===== config.mk =====
export PLATFORM = sky130hd
export DESIGN_NAME = ldm_mulmod
export DESIGN_NICKNAME = d
export VERILOG_FILES = /design/src/hw/rtl/ldm_pkg.sv /design/src/hw/rtl/ldm_mulmod.sv
export SDC_FILE = /design/constraint.sdc
export NUM_CORES = 1
export LEC_CHECK = 0
export ABC_AREA = 1
export ABC_CLOCK_PERIOD_IN_PS = 13350
export BUFFER_PORTS_ARGS = -buffer_cell sky130_fd_sc_hd__buf_2
export CAP_MARGIN = 20
export CORE_ASPECT_RATIO = 0.6
export CORE_MARGIN = 4
export CORE_UTILIZATION = 50
export CTS_BUF_LIST = sky130_fd_sc_hd__clkbuf_4 sky130_fd_sc_hd__clkbuf_8 sky130_fd_sc_hd__clkbuf_16
export DETAILED_ROUTE_END_ITERATION = 8
export PLACE_DENSITY_LB_ADDON = 0.08
export REMOVE_ABC_BUFFERS = 1
export SETUP_SLACK_MARGIN = 0.15
export SLEW_MARGIN = 0
export SYNTH_ARGS = -nofsm -noshare
export SYNTH_HDL_FRONTEND = slang
export SYNTH_SLANG_ARGS = --single-unit

===== constraint.sdc =====
create_clock -name clk -period 13.35 [get_ports clk]
set_clock_uncertainty 0.15 [all_clocks]
set_input_delay 0.6675 -clock clk [delete_from_list [all_inputs] [get_ports clk]]
set_output_delay 0.6675 -clock clk [all_outputs]
set_load 0.03 [all_outputs]

===== src/hw/rtl/ldm_pkg.sv =====
`timescale 1ns / 1ps
package ldm_pkg;

  localparam int DATA_W    = 30;
  localparam int NODES_DEF = 64;
  localparam int FIELD_W   = 7;

  localparam logic [DATA_W-1:0] MOD_RESET = 30'd1000000007;

  typedef enum logic [1:0] {
    ACT_ADD = 2'd0,
    ACT_DET = 2'd1,
    ACT_CLR = 2'd2,
    ACT_NOP = 2'd3
  } action_t;

  // request to the serial modular multiplier
  typedef struct packed {
    logic              start;
    logic [DATA_W-1:0] a;   // must be below m
    logic [DATA_W-1:0] b;   // any value
    logic [DATA_W-1:0] m;
  } mm_req_t;

  typedef struct packed {
    logic              busy;
    logic              done;
    logic [DATA_W-1:0] res;
  } mm_rsp_t;

endpackage


===== src/hw/rtl/ldm_mulmod.sv =====
`timescale 1ns / 1ps
module ldm_mulmod import ldm_pkg::*; (
  input  logic    clk,
  input  logic    rst_n,
  input  mm_req_t req,
  output mm_rsp_t rsp
);

  localparam int CNT_W = $clog2(DATA_W);
  localparam logic [CNT_W-1:0] LAST = CNT_W'(DATA_W - 1);

  logic [DATA_W-1:0] acc_r, a_r, b_r, m_r;
  logic [CNT_W-1:0]  cnt_r;
  logic              busy_r, done_r;
  logic [DATA_W+1:0] sum, red1, red2, mx;

  // acc = 2*acc + bit*a, below 3m, so at most two subtractions
  always_comb begin
    mx   = {2'b00, m_r};
    sum  = {1'b0, acc_r, 1'b0} + (b_r[DATA_W-1] ? {2'b00, a_r} : '0);
    red1 = (sum >= mx) ? sum - mx : sum;
    red2 = (red1 >= mx) ? red1 - mx : red1;
  end

  always_ff @(posedge clk) begin
    if (!rst_n) begin
      busy_r <= 1'b0;
      done_r <= 1'b0;
    end else begin
      done_r <= 1'b0;
      if (req.start) begin
        busy_r <= 1'b1;
      end else if (busy_r && cnt_r == LAST) begin
        busy_r <= 1'b0;
        done_r <= 1'b1;
      end
    end
  end

  always_ff @(posedge clk) begin
    if (req.start) begin
      acc_r <= '0;
      a_r   <= req.a;
      b_r   <= req.b;
      m_r   <= req.m;
      cnt_r <= '0;
    end else if (busy_r) begin
      acc_r <= red2[DATA_W-1:0];
      b_r   <= {b_r[DATA_W-2:0], 1'b0};
      cnt_r <= cnt_r + 1'b1;
    end
  end

  assign rsp.busy = busy_r;
  assign rsp.done = done_r;
  assign rsp.res  = acc_r;

endmodule


==> results.ini, run 1 <==
[run_status]
status = finished, final reports clean

[pwr]
combPwrFrac_pct = 71.3
p_clk_share_pct = 13.5
switching_power_uw = 1900
p_seq_share_pct = 15.2
p_int_uw = 1530
netSwitchingFraction_pct = 55.4
p_leak_uw = 0.00630
p_per_area_nw_per_um2 = 277
vdd_drop_max_v = 0.000128
fin_total_pwr_uw = 3430

[hold_path]
min_from = req[80]
worstHoldPathType = in -> reg
worstHoldPathCells = 1
whs_endpoint = a_r[20]

[routing]
highest_layer = met4
met3_length_mm = 4.64
detail-route-antenna-nets = 0
first_iter_violations = 1054
wl_per_cell_um = 18.2
drt_pass1_iterations = 7
wl_met1_mm = 18.3
met2WireLength_mm = 12.5
remaining_drc_errors = 0
vias = 10900
vias_per_cell = 5.49
routed_wl_mm = 36.1

[logic_synthesis]
netlist_top_cells_area = edfxtp_1 24%, nand2_1 17%, ha_1 10%
synth_top_flop_cell = edfxtp_1
synth_area_leader_cell = edfxtp_1
yosysWarningCount = 0
synthArstFlopShare_pct = 0
ys_seq_area_share_pct = 31.2
synth_area_per_cell_um2 = 7.01
yosysUniqueCellTypes = 49
synth_edf_count = 90
syn_inst = 1574
synth.top_cell.area_share_pct = 24.5
mappedNetlistArea_um2 = 11000
ys_seq_elements = 127

[clock_tree]
cts_root_buffer = clkbuf_16
htree_levels = 4
cts_buffers = 17
cts_setup_buffers = 0
cts_resized = 0
cts_tree = yes
clk_latency_ps = 450
clk_pin_slew_ps = 60
clk_path_buf_depth = 2
ctsHoldBuffers = 0
cts.sinks = 127

[sta]
slew_violations = 0
max_slew.worst_pin.slew_ps = 993
period_share_pct = 68.2
hold_violations = 0
fin_tns_setup_ps = 0
slew_headroom_pct = 33.7
setup_violations = 0
period_needed_ps = 9110
max_freq_mhz = 110
rsz0062_at_grt = false
holdWs_ps = 239

[setup_path]
worst-r2r-setup-slack_ps = 4240
crit_buf_inv = 7
critPathLaunchType = register
arrival_ps = 9300
reg2reg_from = b_r[29]
path_delay_family = simple AND/OR/NAND/NOR gates
cpPeakStageDelay_ps = 990
crit_type = reg -> reg
rr_worst_depth = 46
path_depth = 46
cp-end-kind = register
reg2reg_to = acc_r[29]
worstPathMaxFanout = 56
cp_common_cell = nand2_1
cp.required_ps = 13540
cp_slowest_cell = edfxtp_1

[finish]
postLayoutCellArea_um2 = 12400
fin_util_pct = 58.0
final_nets = 1873
final_common_cell = nand2_1
syn_to_final_growth_pct = 12.1
mostFrequentLayoutCells = 488 x nand2_1, 207 x inv_1, 123 x buf_2
fillCellCount = 2096
diodes = 0
drive_gt1_share_pct = 11.6

[floorplan]
initial_core_util_pct = 51.7
core_area_um2 = 21300
die_h_um = 123
dieArea_um2 = 24600
boundaryPins = 125
fp-row-count = 41
die_w_um = 200

[grt]
track_usage_pct = 30.1
grt_pass1_vias = 10100
grt_overflow = 0
grt_pass1_wl_mm = 55.8
antenna_found_initial = 0
grt_max_degree = 57

[place]
io_buffers = 124
dpl_cell_area_um2 = 11800
gp_congestion = 1.02
dp_hpwl_mm = 29.7

[run]
drv_cap = 0

-- per-layer routing --
layer / up-vias / track usage, %
met5: - / 0
met4: 0 / 7.17
met3: 41 / 11.9
met2: 435 / 36.6
met1: 4992 / 47.9
li1: 5391 / -
-- cell type report --
class                      instances  area [µm²]  share of cell area, %
clock buffer                      17         425                   3.44
timing repair buffer             129         661                   5.34
clock inverter                    15         149                   1.20
tap                              279         349                   2.82
inverter                         209         785                   6.34
multi-input combinational       1202        6560                   53.0
sequential                       127        3440                   27.8
-- power groups by stage --
stage	clock [µW]	sequential [µW]	combinational, µW
global route	487	526	2680
global placement	0	528	2350
finish	462	522	2440
floorplan	0	554	1640
detailed placement	0	527	2330
CTS	468	520	2350
-- flip-flops by register name, summed over array words and instances, names as in the netlist --
name    count
a_r        30
acc_r      30
b_r        30
busy_r      1
cnt_r       5
done_r      1
m_r        30
-- stage by stage --
stage               setup WS [ps]  std cells
finish                       4240       1978
global route                 3250       1978
CTS                          4380       1978
detailed placement           4460       1946
global placement             4750       1946
floorplan                    6030       1538
-- cells by family after synthesis --
logic type      Yosys count  share of synthesized area (%)
simple gates            778                           29.3
compound gates          255                           13.2
buf+inv                 245                           9.41
flops                   127                           31.2
fa+ha+maj                94                           10.9
xor+xnor                 75                           5.95
-- Yosys cell counts, types with 11 or more instances --
| master | count |
|---|---|
| buf_6 | 12 |
| xnor2_1 | 41 |
| o21ai_1 | 40 |
| ha_1 | 91 |
| o21ai_0 | 46 |
| nand3_1 | 106 |
| edfxtp_1 | 90 |
| a21oi_1 | 103 |
| nand2_1 | 488 |
| inv_1 | 207 |
| o21bai_1 | 21 |
| nor3_1 | 21 |
| nand4_1 | 11 |
| clkbuf_1 | 12 |
| xor2_1 | 34 |
| dfxtp_1 | 37 |
| nor2_1 | 116 |
-- worst max-delay path by stage --
stage / startpoint / endpoint / slack [ps]
finish: b_r[29] / acc_r[29] / 4240
global placement: b_r[29] / acc_r[27] / 4750
floorplan: b_r[29] / acc_r[0] / 6030
CTS: b_r[29] / acc_r[15] / 4380
global route: b_r[29] / acc_r[12] / 3250
detailed placement: b_r[29] / acc_r[15] / 4460
(Power assumes the default switching activity.)
==> run 2: changes to the inputs <==
- ABC_CLOCK_PERIOD_IN_PS: 13350 -> 8900
- clock period: 13.35 -> 8.9 ns (I/O delays scaled with it)
==> results.ini, run 2 (synthesis gave the netlist of run 1 again) <==
[setup_path]
crit_type = reg -> reg  ; unchanged
arrival_ps = 8060  ; was 9300 ps
cp_common_cell = nand2_1  ; unchanged
cp_slowest_cell = clkinvlp_4  ; was edfxtp_1
critPathLaunchType = register  ; unchanged
cp-end-kind = register  ; unchanged
worstPathMaxFanout = 40  ; was 56
cp.required_ps = 9130  ; was 13540 ps
cpPeakStageDelay_ps = 550  ; was 990 ps

[routing]
vias_per_cell = 5.54  ; was 5.49
first_iter_violations = 1196  ; was 1054
drt_pass1_iterations = 7  ; unchanged
routed_wl_mm = 36.4  ; was 36.1 mm
remaining_drc_errors = 0  ; unchanged
vias = 11000  ; was 10900
detail-route-antenna-nets = 0  ; unchanged
wl_per_cell_um = 18.4  ; was 18.2 µm

[grt]
track_usage_pct = 29.9  ; was 30.1%
grt_pass1_vias = 9851  ; was 10100
grt_pass1_wl_mm = 55.4  ; was 55.8 mm
antenna_found_initial = 0  ; unchanged
grt_overflow = 0  ; unchanged
grt_max_degree = 42  ; was 57

[clock_tree]
ctsHoldBuffers = 0  ; unchanged
cts.sinks = 127  ; unchanged
cts_tree = yes  ; unchanged
clk_pin_slew_ps = 70  ; was 60 ps
clk_latency_ps = 440  ; was 450 ps
htree_levels = 4  ; unchanged
clk_path_buf_depth = 2  ; unchanged
cts_buffers = 17  ; unchanged
cts_root_buffer = clkbuf_16  ; unchanged

[pwr]
p_leak_uw = 0.00633  ; was 0.00630 µW
vdd_drop_max_v = 0.000223  ; was 0.000128 V
p_per_area_nw_per_um2 = 420  ; was 277 nW/µm²

[finish]
final_common_cell = nand2_1  ; unchanged
drive_gt1_share_pct = 11.8  ; was 11.6%
mostFrequentLayoutCells = 488 x nand2_1, 206 x inv_1, 123 x buf_2  ; was 488 x nand2_1, 207 x inv_1, 123 x buf_2
final_nets = 1876  ; was 1873
syn_to_final_growth_pct = 12.6  ; was 12.1%
diodes = 0  ; unchanged

[floorplan]
core_area_um2 = 21300  ; unchanged
boundaryPins = 125  ; unchanged
die_w_um = 200  ; unchanged
fp-row-count = 41  ; unchanged
initial_core_util_pct = 51.7  ; unchanged
dieArea_um2 = 24600  ; unchanged
die_h_um = 123  ; unchanged

[sta]
slew_headroom_pct = 34.5  ; was 33.7%
rsz0062_at_grt = false  ; unchanged
fin_tns_setup_ps = 0  ; unchanged
period_needed_ps = 7830  ; was 9110 ps
max_freq_mhz = 128  ; was 110 MHz
setup_violations = 0  ; unchanged
holdWs_ps = 29.5  ; was 239 ps
hold_violations = 0  ; unchanged
slew_violations = 0  ; unchanged
period_share_pct = 88.0  ; was 68.2%
max_slew.worst_pin.slew_ps = 981  ; was 993 ps

[place]
dp_hpwl_mm = 29.7  ; about the same
io_buffers = 124  ; unchanged
gp_congestion = 1.05  ; was 1.02

[run]
drv_cap = 0  ; unchanged

[run_status]
status = finished, final reports clean  ; unchanged

[hold_path]
worstHoldPathType = in -> reg  ; unchanged

[run 2: cell types whose count changed in the layout (fill, tap and decap cells not counted)]
cell / previous run / this run
buf_4: 6 / 9
bufinv_16: 1 / 3
clkinv_2: 1 / 3
clkinv_4: 3 / 1
inv_1: 207 / 206
inv_8: 2 / 1
[run 2: repair_timing]
| action | 4_1_cts | 5_1_grt |
|---|---|---|
| setup endpoints to repair | 0 | 3 |
| setup buffers | 0 | 0 |
| resized for setup | 0 | 1 |
[run 2: report_power, final]
group,internal [µW],switching (µW)
Sequential,716,64.3
Clock,444,300
Combinational,1190,2500
[run 2: through the flow]
step | worst slack (ps) | utilization (%) | cells | area [µm²] | total power [µW]
2_1_floorplan | 1580 | - | 1538 | 10800 | 3300
3_3_place_gp | 1300 | 55.4 | 1949 | 11800 | 4330
3_5_place_dp | 990 | 55.4 | 1949 | 11800 | 4300
4_1_cts | 967 | 58.2 | 1981 | 12400 | 5090
5_1_grt | 369 | 58.2 | 1981 | 12400 | 5600
6_report | 1070 | 58.2 | 1981 | 12400 | 5220
[run 2: area by class of cell]
type,count,area [µm²]
Fill cell,2130,8910
Multi-Input combinational cell,1202,6560
Sequential cell,127,3440
Inverter,209,788
Timing Repair Buffer,132,683
Clock buffer,17,425
Tap cell,279,349
Clock inverter,15,183
[run 2: path summary, 6_finish.rpt]
path,from,to,slack [ps],cells after the start
min,req[20],m_r[20],30,1
max,b_r[29],acc_r[27],1070,42
min reg2reg,cnt_r[4],cnt_r[4],310,1
max reg2reg,b_r[29],acc_r[27],1070,42
[run 2: critical path, delay by kind of cell (launching register included)]
kind	cells	cell delay, ps
xor gates and xnor gates	1	390
DFF	1	460
and+or+nand+nor	29	3940
buffers and inverters	8	1570
AOI/OAI and AO/OA	1	150
adders and majority gates	3	1070
[run 2: per-layer routing]
| metal | track usage [%] | share of wire, % |
|---|---|---|
| met2 | 36.4 | 35 |
| met5 | 0 | 0 |
| met3 | 11.1 | 13 |
| met1 | 48.8 | 50 |
| met4 | 5.00 | 1.1 |
